### src/sv/rfw_pkg.sv
`timescale 1ns / 1ps
`default_nettype none
package rfw_pkg;

  localparam int CoordBitsDef = 24;
  localparam int WgtW         = 24;
  localparam int ValW         = 40;
  localparam int CfgIdxW      = 4;
  localparam int CfgDataW     = 32;
  localparam int DvdW         = 57;
  localparam int PrdW         = 72;

  localparam logic [CfgIdxW-1:0] REG_CENTER_X    = 4'd0;
  localparam logic [CfgIdxW-1:0] REG_CENTER_Y    = 4'd1;
  localparam logic [CfgIdxW-1:0] REG_NEAR_RADIUS = 4'd2;
  localparam logic [CfgIdxW-1:0] REG_FAR_RADIUS  = 4'd3;
  localparam logic [CfgIdxW-1:0] REG_NEAR_WEIGHT = 4'd4;
  localparam logic [CfgIdxW-1:0] REG_FAR_WEIGHT  = 4'd5;
  localparam logic [CfgIdxW-1:0] REG_ADD_FACTOR  = 4'd6;
  localparam logic [CfgIdxW-1:0] REG_MUL_FACTOR  = 4'd7;

  localparam logic [23:0] FarRadiusRst  = 24'd100000;
  localparam logic [23:0] NearWeightRst = 24'd32768;
  localparam logic [23:0] FarWeightRst  = 24'd65536;
  localparam logic [23:0] MulFactorRst  = 24'd65536;

  typedef enum logic [3:0] {
    OP_NONE,
    OP_LOAD,
    OP_SQX,
    OP_SQY,
    OP_ROOT,
    OP_SEL,
    OP_MULD,
    OP_DIV,
    OP_INTERP,
    OP_MA,
    OP_MM,
    OP_ADD,
    OP_P1,
    OP_P2,
    OP_FIN
  } op_e;

  typedef struct packed {
    logic interp;
    logic mul_en;
  } stat_t;

  function automatic int root_bits(input int coord_bits);
    int rw;
    rw = 2 * (coord_bits + 1) + 1 + 16;
    rw = ((rw + 1) / 2) * 2;
    return rw / 2;
  endfunction

  function automatic logic [ValW-1:0] sat40(input logic signed [ValW+1:0] v);
    logic [ValW-1:0] r;
    if (v > $signed({3'b000, {(ValW-1){1'b1}}})) begin
      r = {1'b0, {(ValW-1){1'b1}}};
    end else if (v < $signed({3'b111, {(ValW-1){1'b0}}})) begin
      r = {1'b1, {(ValW-1){1'b0}}};
    end else begin
      r = v[ValW-1:0];
    end
    return r;
  endfunction

endpackage
`default_nettype wire

### src/sv/rfw_ctrl.sv
`timescale 1ns / 1ps
`default_nettype none
module rfw_ctrl #(
  parameter int COORD_BITS = rfw_pkg::CoordBitsDef
) (
  input  wire logic          clk_i,
  input  wire logic          rst_ni,
  input  wire logic          in_valid_i,
  output logic               in_ready_o,
  output logic               out_valid_o,
  input  wire logic          out_ready_i,
  input  wire rfw_pkg::stat_t stat_i,
  output rfw_pkg::op_e       op_o
);

  localparam int Rt   = rfw_pkg::root_bits(COORD_BITS);
  localparam int MaxN = (Rt > rfw_pkg::DvdW) ? Rt : rfw_pkg::DvdW;
  localparam int CnW  = $clog2(MaxN + 1);

  typedef enum logic [13:0] {
    S_IDLE   = 14'b00000000000001,
    S_SQX    = 14'b00000000000010,
    S_SQY    = 14'b00000000000100,
    S_ROOT   = 14'b00000000001000,
    S_SEL    = 14'b00000000010000,
    S_MULD   = 14'b00000000100000,
    S_DIV    = 14'b00000001000000,
    S_INTERP = 14'b00000010000000,
    S_MA     = 14'b00000100000000,
    S_MM     = 14'b00001000000000,
    S_ADD    = 14'b00010000000000,
    S_P1     = 14'b00100000000000,
    S_P2     = 14'b01000000000000,
    S_FIN    = 14'b10000000000000
  } state_e;

  state_e         state_q, state_d;
  logic [CnW-1:0] cnt_q, cnt_d;
  logic           ovld_q, ovld_d;

  assign in_ready_o  = (state_q == S_IDLE);
  assign out_valid_o = ovld_q;

  always_comb begin
    state_d = state_q;
    cnt_d   = cnt_q;
    ovld_d  = ovld_q & ~out_ready_i;
    op_o    = rfw_pkg::OP_NONE;
    unique case (state_q)
      S_IDLE: begin
        if (in_valid_i) begin
          op_o    = rfw_pkg::OP_LOAD;
          state_d = S_SQX;
        end
      end
      S_SQX: begin
        op_o    = rfw_pkg::OP_SQX;
        state_d = S_SQY;
      end
      S_SQY: begin
        op_o    = rfw_pkg::OP_SQY;
        cnt_d   = '0;
        state_d = S_ROOT;
      end
      S_ROOT: begin
        op_o  = rfw_pkg::OP_ROOT;
        cnt_d = cnt_q + 1'b1;
        if (cnt_q == CnW'(Rt - 1)) begin
          state_d = S_SEL;
        end
      end
      S_SEL: begin
        op_o    = rfw_pkg::OP_SEL;
        state_d = stat_i.interp ? S_MULD : S_MA;
      end
      S_MULD: begin
        op_o    = rfw_pkg::OP_MULD;
        cnt_d   = '0;
        state_d = S_DIV;
      end
      S_DIV: begin
        op_o  = rfw_pkg::OP_DIV;
        cnt_d = cnt_q + 1'b1;
        if (cnt_q == CnW'(rfw_pkg::DvdW - 1)) begin
          state_d = S_INTERP;
        end
      end
      S_INTERP: begin
        op_o    = rfw_pkg::OP_INTERP;
        state_d = S_MA;
      end
      S_MA: begin
        op_o    = rfw_pkg::OP_MA;
        state_d = S_MM;
      end
      S_MM: begin
        op_o    = rfw_pkg::OP_MM;
        state_d = S_ADD;
      end
      S_ADD: begin
        op_o    = rfw_pkg::OP_ADD;
        state_d = stat_i.mul_en ? S_P1 : S_FIN;
      end
      S_P1: begin
        op_o    = rfw_pkg::OP_P1;
        state_d = S_P2;
      end
      S_P2: begin
        op_o    = rfw_pkg::OP_P2;
        state_d = S_FIN;
      end
      S_FIN: begin
        if (!ovld_q || out_ready_i) begin
          op_o    = rfw_pkg::OP_FIN;
          ovld_d  = 1'b1;
          state_d = S_IDLE;
        end
      end
      default: state_d = S_IDLE;
    endcase
  end

  always_ff @(posedge clk_i or negedge rst_ni) begin
    if (!rst_ni) begin
      state_q <= S_IDLE;
      cnt_q   <= '0;
      ovld_q  <= 1'b0;
    end else begin
      state_q <= state_d;
      cnt_q   <= cnt_d;
      ovld_q  <= ovld_d;
    end
  end

endmodule
`default_nettype wire

### config.mk
export PLATFORM = sky130hd
export DESIGN_NAME = rfw_ctrl
export DESIGN_NICKNAME = d
export VERILOG_FILES = /design/src/sv/rfw_pkg.sv /design/src/sv/rfw_ctrl.sv
export SDC_FILE = /design/constraint.sdc
export NUM_CORES = 1
export LEC_CHECK = 0
export BUFFER_PORTS_ARGS = -buffer_cell sky130_fd_sc_hd__buf_2
export CAP_MARGIN = 10
export CORE_ASPECT_RATIO = 1.1
export CORE_MARGIN = 1
export CORE_UTILIZATION = 50
export DETAILED_ROUTE_END_ITERATION = 7
export GPL_TIMING_DRIVEN = 0
export PLACE_DENSITY_LB_ADDON = 0.2
export SYNTH_ARGS = -nofsm -noshare
export SYNTH_HDL_FRONTEND = slang
export SYNTH_SLANG_ARGS = --single-unit
### constraint.sdc
create_clock -name clk_i -period 2.96 [get_ports clk_i]
set_input_delay 0.296 -clock clk_i [delete_from_list [all_inputs] [get_ports clk_i]]
set_output_delay 0.296 -clock clk_i [all_outputs]
set_load 0.03 [all_outputs]
Word-level counts from Yosys, hierarchy flattened
Index checks and enable logic that the tools add are counted.

Add/sub/neg operators: 1. Eq/ne operators: 20. Muxes and demuxes: 13. Bitwise logic cells: 2. Reductions and logical operators: 6.

Operator list (number): 14-bit case mux with 14 select lines (1); 14-bit 2-to-1 mux (5); 4-bit case mux with 14 select lines (1); 14-bit by 1-bit equality test with 1-bit output, second input constant (1); 14-bit by 10-bit equality test with 1-bit output, second input constant (1); 14-bit by 11-bit equality test with 1-bit output, second input constant (1); 14-bit by 12-bit equality test with 1-bit output, second input constant (1); 14-bit by 13-bit equality test with 1-bit output, second input constant (1); 14-bit equality test, second input constant (1); 14-bit by 2-bit equality test with 1-bit output, second input constant (1); 14-bit by 3-bit equality test with 1-bit output, second input constant (1); 14-bit by 4-bit equality test with 1-bit output, second input constant (1); 14-bit by 5-bit equality test with 1-bit output, second input constant (1); 14-bit by 6-bit equality test with 1-bit output, second input constant (1); 14-bit by 7-bit equality test with 1-bit output, second input constant (1); 14-bit by 8-bit equality test with 1-bit output, second input constant (1); 14-bit by 9-bit equality test with 1-bit output, second input constant (1); 6-bit equality test, second input constant (2); 6-bit case mux with 2 select lines (1); 9-bit 2-to-1 mux (1); 2-bit != test, second input constant (4); 6-bit by 1-bit adder with 6-bit output, second input constant (1); 4-bit 2-to-1 mux (1); 4-bit AND reduction (1); other kinds (7) (10).

Register bits: 21. Input bits: 6. Output and inout port bits: 6. Word-level logic and storage cells: 45.

Longest topological paths before layout
Gate-level depths: netlist (run 1).

Depth after elaboration: 4. Mapped depth: 7. Mapped depth without buffers: 7.

Worst setup path after synthesis (run 1)
OpenSTA, ideal clock, no wires.

Kind: flip-flop to output port. From: register state_q[0]. To: output op_o[0]. Arrival time: 2396 ps. Required time: 2664 ps. Path slack: 268 ps. Cell stages (with the launch flop): 6. Path buffers: 1. Cells stage by stage: dfstp_2 clkbuf_2 or4b_2 nor4_2 and2_1 or3b_1.

Word-level cells in the longest chain between the ends: 2. Elaborated cells on any way between the ends: 15. Those cells by class: eq/ne (14); mux (1).

RTL lines: start, declared (RTL line rfw_ctrl.sv:37) `state_e state_q, state_d;`; start signal, assigned (RTL line rfw_ctrl.sv:129) `state_q <= state_d;`; 14-bit by 1-bit equality test with 1-bit output; named net in_ready_o (RTL line rfw_ctrl.sv:9) `output logic in_ready_o,`; 4-bit case mux with 14 select lines (RTL line rfw_ctrl.sv:49) `unique case (state_q)`; end, declared (RTL line rfw_ctrl.sv:13) `output rfw_pkg::op_e op_o`.

The timed path passes the listed nets, and every way through them passes these cells.

Final worst setup path (run 1)
From: register state_q[4]. To: output op_o[0].

Word-level cells in the longest chain between the ends: 2. Elaborated cells on any way between the ends: 15. Those cells by class: eq/ne (14); mux (1).

RTL lines (RTL line): 14-bit equality test, or another cell as far along (rfw_ctrl.sv:49); 4-bit case mux with 14 select lines * (rfw_ctrl.sv:49).

Every way passes the cells marked *; elsewhere a longest branch is shown, timed or not.

==> results by group, run 1 <==
Run status
  • Status: completed

STA
  • Max Clk Rate: 356.7 MHz
  • Crit path time final: 2.804 ns
  • Setup TNS: 0 ns
  • Part of the cycle the worst path needs: 94.72%
  • # setup viols final: 0
  • Final Max Slew Viols: 0
  • Skew final: 0.01045 ns
  • Slew margin rel.: 50.58%
  • Final Hold Vio Count: 0
  • Slew @ Worst Pin: 0.7364 ns
  • RSZ-0062 raised after global routing: false

Logic synthesis
  • Register area share after synthesis: 35.35%
  • Synth warnings: 0
  • Top cell type's share of synthesized area: roughly a third
  • Async SR Flop Fraction: 100.0%
  • Top cells by count, synth: dfrtp_1, nand2_1, nor2_1
  • EDFF count, synth: 0
  • Synth unique cells: 46
  • Syn Nets: 179
  • Cells after Synth: 170
  • Top_reg_cell synth: dfrtp_1
  • Post-Syn Area: 0.001490 sq mm
  • Mapped Avg Cell Area: 8.766 sq um
  • Yosys top cell by area: dfrtp_1
  • Synthesized flop and latch total: 21
  • Cell with the most instances after synthesis: dfrtp_1
  • Largest cells by area after synthesis: dfrtp_1, nor3_1, nor4_1

CTS
  • CTS Buffer Depth: 2
  • Reg clk slew, reported paths: between 0.1 and 0.15 ns
  • Post-CTS setup buffer count: 0
  • H-tree depth: 1
  • Clock sink total: 21
  • Clock Latency Late Sink: roughly 0.32 ns
  • Num CTS Buffers: 3
  • Root Driver: clkbuf_4
  • TritonCTS clock tree: built

Worst setup path
  • Endpoint class of the critical path: output port
  • CP required: 2.66 ns
  • Worst-path fanout max: 10
  • Worst r2r path cells: 6
  • Startpoint types: flop
  • CP arrival: 2.51 ns
  • CP Class: flop to output port
  • R2R Setup Slk: 0.52 ns

GRT
  • All-Layer GR Usage: 24.33%
  • Total congestion overflow: 0
  • Initial antenna violation count: 0
  • First-pass GRT wire length: 5.609 mm
  • Pin count of the biggest net entering global routing: 22
  • Vias in the first global route: 1271

Floorplan
  • Initial Utilization: 53.17%
  • DIE AREA: 0.003203 sq mm
  • Cell row count: 20
  • IO Pins: 12
  • Core Area: 0.002803 sq mm
  • Height of the die: 59.26 um
  • Die width: 54.05 um

Placement
  • Dpl hpwl: 2.629 mm
  • PortBufs: 11
  • GP Congestion: 0.9183
  • Dpl cell area: 0.001587 sq mm

Detailed routing
  • DRT Pass-1 Iters: 4
  • Detailed Route Iter0 Violations: between 40 and 50
  • Routed wire per std cell: 15.59 um
  • DR vias/cell: 6.087
  • Vias: approximately 1.3k
  • Detailed-route DRC error count: 0
  • Final WL: 3.414 mm
  • Post-route ant nets: 0

Final layout
  • # diodes: 0
  • Fraction of layout cells with a size suffix above 1: 23.12%
  • Fillers: 263
  • Design area: between 0.0015 and 0.002 sq mm
  • Nets: 196
  • Layout area overhead: 9.656%

Power
  • Peak VDD IR: 0.0003662 V
  • Pwr Density: 678.1 mW/mm^2
  • Leakage power: slightly below 0.8 nW

Worst hold path
  • WHS Path Cells: 3
  • Hold Crit Class: input pin to flop

Job
  • # Max-Cap Violations: 0
-- sequential cells by signal (all words and copies together) (netlist names) --
name,cells
state_q,14
cnt_q,6
out_valid_o,1
-- stage by stage --
step                      instances  worst slack (ns)  hold WS [ns]  total power, mW  utilization, %
after floorplan                 170            0.2678     0.0004090           0.8095               -
after global placement          214            0.4411        0.2769           0.9383           56.61
after detailed placement        214            0.4434        0.2814           0.9494           56.61
after CTS                       219           0.08246        0.1805            1.097           57.95
after global routing            219           0.01348        0.1931            1.191           58.30
final                           219            0.1564        0.1904            1.108           58.30
-- path summary, 6_finish.rpt --
check,startpoint,to
worst max-delay path,state_q[4],op_o[0]
worst min-delay path,stat_i[0],state_q[11]
worst max register to register,state_q[6],cnt_q[5]
worst min register to register,cnt_q[1],cnt_q[1]
max in group asynchronous,rst_ni,state_q[0]
min in group asynchronous,rst_ni,state_q[13]
-- timing repair --
| action | CTS | global route |
|---|---|---|
| endpoints found under the hold margin | 20 | 0 |
| setup endpoints to repair | 0 | 1 |
| gates resized for setup | 0 | 3 |
| hold buffers | 1 | 0 |
-- kinds of logic (layout without fill, tap and decap cells) --
kind of cell	count (synthesis)	after routing	share of synthesized area, %
AND/OR/NAND/NOR	93	93	36.78
AO/OA/AOI/OAI	22	22	11.00
flip-flops	21	21	35.35
buffers and inverters	19	35	6.717
XOR/XNOR	8	8	4.701
multiplexers	4	4	2.939
adder cells (fa/ha/maj)	3	3	2.519
-- cell usage in the layout (no fill, tap or decap), types with 2 or more instances in the layout --
| master | netlist | layout |
|---|---|---|
| nand3_1 | 8 | 8 |
| clkbuf_1 | 6 | 6 |
| or4b_2 | 4 | 4 |
| dfrtp_1 | 20 | 20 |
| nor3_1 | 12 | 12 |
| and2_1 | 2 | 2 |
| clkbuf_4 | 0 | 4 |
| xnor2_1 | 4 | 4 |
| or4_4 | 3 | 3 |
| and3_1 | 2 | 2 |
| nand3b_1 | 2 | 2 |
| nand2_1 | 14 | 14 |
| inv_1 | 5 | 5 |
| nor4_1 | 9 | 9 |
| xor2_1 | 4 | 4 |
| buf_2 | 4 | 14 |
| o2111ai_1 | 2 | 2 |
| ha_1 | 3 | 3 |
| nand4_1 | 5 | 5 |
| nor2_1 | 14 | 13 |
| o211ai_1 | 2 | 2 |
| nor3b_1 | 3 | 3 |
| o21ai_0 | 9 | 9 |
| or4_1 | 4 | 4 |
| buf_6 | 3 | 3 |
| nand2b_1 | 2 | 2 |
| mux2_2 | 3 | 3 |
-- critical path, stage by stage, from the launching register on --
cell and delay [ns]:
dfrtp_1 0.39, buf_6 0.14, or4_1 0.49, buf_2 0.18, or3_4 0.38, nor2_2 0.11
o2111ai_1 0.15, or3b_1 0.19, clkbuf_4 0.17
-- power by group --
| part | switching, mW | total [mW] | internal, mW |
|---|---|---|---|
| Sequential | 0.0281 | 0.360 | 0.332 |
| Combinational | 0.359 | 0.604 | 0.245 |
| Clock | 0.0930 | 0.144 | 0.0507 |
| Total | 0.480 | 1.11 | 0.628 |
-- metal layers --
layer | up-vias | wire length [um] | track usage (%)
li1 | 655 | - | -
met1 | 647 | 1507 | 28.09
met2 | 25 | 1779 | 44.27
met3 | 6 | 62 | 2.308
met4 | 0 | 65 | 10.62
met5 | - | 0 | 0
-- area by class of cell --
class | instances | area, sq um | area share (%)
Sequential cell | 21 | 526.8 | 32.24
Multi-Input combinational cell | 130 | 870.8 | 53.29
Inverter | 5 | 18.77 | 1.149
Tap cell | 33 | 41.29 | 2.527
Clock buffer | 3 | 22.52 | 1.378
Buffer | 14 | 81.33 | 4.977
Clock inverter | 1 | 5.005 | 0.3063
Timing Repair Buffer | 12 | 67.56 | 4.135
No activity file was read; power rests on OpenSTA's default activity.
==> run 2, diff against run 1 <==
--- a/config.mk
+++ b/config.mk
@@ -9,8 +9,9 @@
 export CAP_MARGIN = 10
 export CORE_ASPECT_RATIO = 1.1
 export CORE_MARGIN = 1
-export CORE_UTILIZATION = 50
+export CORE_UTILIZATION = 59
 export DETAILED_ROUTE_END_ITERATION = 7
+export GPL_ROUTABILITY_DRIVEN = 0
 export GPL_TIMING_DRIVEN = 0
 export PLACE_DENSITY_LB_ADDON = 0.2
 export SYNTH_ARGS = -nofsm -noshare
==> results by group, run 2 (synthesis gave the netlist of run 1 again) <==
Floorplan
  • Core Area: 0.002320 sq mm (-17%)
  • Die width: 49.92 um (-7.7%)
  • Cell row count: 18 (-10%)
  • Height of the die: 54.71 um (-7.7%)
  • IO Pins: 12 (unchanged)
  • DIE AREA: 0.002731 sq mm (-15%)
  • Initial Utilization: 64.24% (+11 points)

Final layout
  • Fillers: 188 (-29%)
  • Largest Register: state_q
  • # diodes: 0 (unchanged)
  • Nets: 196 (unchanged)
  • Commonest non-fill, non-tap cells in the layout: dfrtp_1, buf_2, nand2_1
  • Fraction of layout cells with a size suffix above 1: 22.58% (-0.54 points)
  • Final non-filler cell total: 216 (-1.4%)
  • Design area: 0.001629 sq mm (-0.31%)
  • Max FFs per register: 14 (unchanged)
  • Commonest non-fill, non-tap cell in the layout: dfrtp_1
  • Layout area overhead: 9.320%

Placement
  • Placed insts: 211 (-1.4%)
  • Dpl hpwl: 2.561 mm (-2.6%)
  • Dpl cell area: 0.001583 sq mm (-0.24%)
  • PortBufs: 11 (unchanged)

Worst hold path
  • Hold Crit Class: input pin to flop

Detailed routing
  • Post-route ant nets: 0 (unchanged)
  • Routed wire per std cell: 15.99 um (+2.5%)
  • DRT Pass-1 Iters: 4 (unchanged)
  • DR vias/cell: 6.231 (+2.4%)
  • Detailed-route DRC error count: 0 (unchanged)
  • Final WL: 3.453 mm (+1.1%)
  • Vias: 1346 (+0.98%)
  • Detailed Route Iter0 Violations: 49 (+14%)

Power
  • Peak VDD IR: 0.0005365 V (+47%)
  • Leakage power: 0.7794 nW (-0.35%)
  • Pwr Density: 678.0 mW/mm^2 (about the same)
  • Total power: 1.104 mW (-0.33%)

STA
  • Crit path time final: 2.818 ns (+0.01398 ns)
  • RSZ-0062 raised after global routing: false
  • # setup viols final: 0 (unchanged)
  • Slew margin rel.: 44.96% (-5.6 points)
  • Slew @ Worst Pin: 0.8180 ns (+0.08165 ns)
  • Final Max Slew Viols: 0 (unchanged)
  • Skew final: 0.006011 ns (-0.004443 ns)
  • Max Clk Rate: 354.9 MHz (-0.50%)
  • WHS: 0.2032 ns (+0.01285 ns)
  • Final Hold Vio Count: 0 (unchanged)
  • Part of the cycle the worst path needs: 95.19% (+0.47 points)
  • Setup TNS: 0 ns (unchanged)

Worst setup path
  • Startpoint types: flop
  • Endpoint class of the critical path: output port
  • CP Class: flop to output port
  • Worst-path cell chain: buf_6 > or4_1 > buf_2 > or3_4 > nor2_2 > o2111ai_1 > or3b_1 > clkbuf_4
  • Worst-path fanout max: 10 (unchanged)
  • CP required: 2.66 ns (about the same)
  • CP arrival: 2.52 ns (about the same)
  • Slowest cell on crit path: or4_1
  • CP peak stage delay: 0.48 ns (about the same)

CTS
  • Clock sink total: 21 (unchanged)
  • Num CTS Buffers: 3 (unchanged)
  • CTS Buffer Depth: 2 (unchanged)
  • Reg clk slew, reported paths: 0.11 ns (about the same)
  • TritonCTS clock tree: built
  • Root Driver: clkbuf_4
  • Clock Latency Late Sink: 0.30 ns (-0.02 ns)
  • H-tree depth: 1 (unchanged)

GRT
  • Total congestion overflow: 0 (unchanged)
  • Initial antenna violation count: 0 (unchanged)
  • All-Layer GR Usage: 28.57% (+4.2 points)
  • First-pass GRT wire length: 5.754 mm (+2.6%)
  • Vias in the first global route: 1258 (-1.0%)
  • Pin count of the biggest net entering global routing: 22 (unchanged)

Run status
  • Status: completed

Job
  • # Max-Cap Violations: 0 (unchanged)
-- run 2: area by class of cell --
cell class / instances / area (sq um) / share of cell area (%)
tap: 30 / 37.54 / 2.304
timing repair buffer: 12 / 67.56 / 4.147
multi-input combinational: 130 / 870.8 / 53.46
buffer: 14 / 81.33 / 4.992
clock buffer: 4 / 26.28 / 1.613
sequential: 21 / 526.8 / 32.33
inverter: 5 / 18.77 / 1.152
-- run 2: worst paths after layout --
| check | start | end | slack, ns | depth (start not counted) |
|---|---|---|---|---|
| min reg2reg | cnt_q[1] | cnt_q[1] | 0.54 | 2 |
| max reg2reg | state_q[3] | state_q[0] | 0.45 | 5 |
| min in group asynchronous | rst_ni | state_q[1] | 0.47 | 2 |
| max in group asynchronous | rst_ni | state_q[0] | 2.15 | 2 |
| max | state_q[4] | op_o[0] | 0.14 | 8 |
| min | stat_i[0] | state_q[11] | 0.20 | 3 |
-- run 2: metal layers --
layer  vias up  track usage (%)  routed length, um
met5         -                0                  0
met4         0            10.48                 50
met1       626            35.16               1584
met2        52            50.45               1667
met3         6            5.278                151
li1        662                -                  -
-- run 2: stage by stage --
step | setup slack (ns) | util, %
floorplan | 0.2678 | -
global placement | 0.4302 | 68.23
detailed placement | 0.4248 | 68.23
CTS | 0.07921 | 69.80
global route | 0.04143 | 70.23
finish | 0.1424 | 70.23
-- run 2: timing repair --
action | CTS | global route
endpoints found under the setup margin | 0 | 1
buffers inserted | 0 | 0
resized for setup | 0 | 3
hold buffers | 1 | 0
hold endpoints to repair | 20 | 0
-- run 2: worst max-delay path, delay by kind of cell, from the launching register on --
family	cells	cell delay [ns]
AOI/OAI and AO/OA	1	0.15
DFF	1	0.39
and+or+nand+nor	4	1.19
buffers and inverters	3	0.48
-- run 2: where the power goes --
group	leakage (nW)	switching [mW]	total, mW	internal [mW]
combinational	0.478	0.366	0.610	0.244
clock	0.0150	0.0826	0.135	0.0525
sequential	0.287	0.0275	0.359	0.332
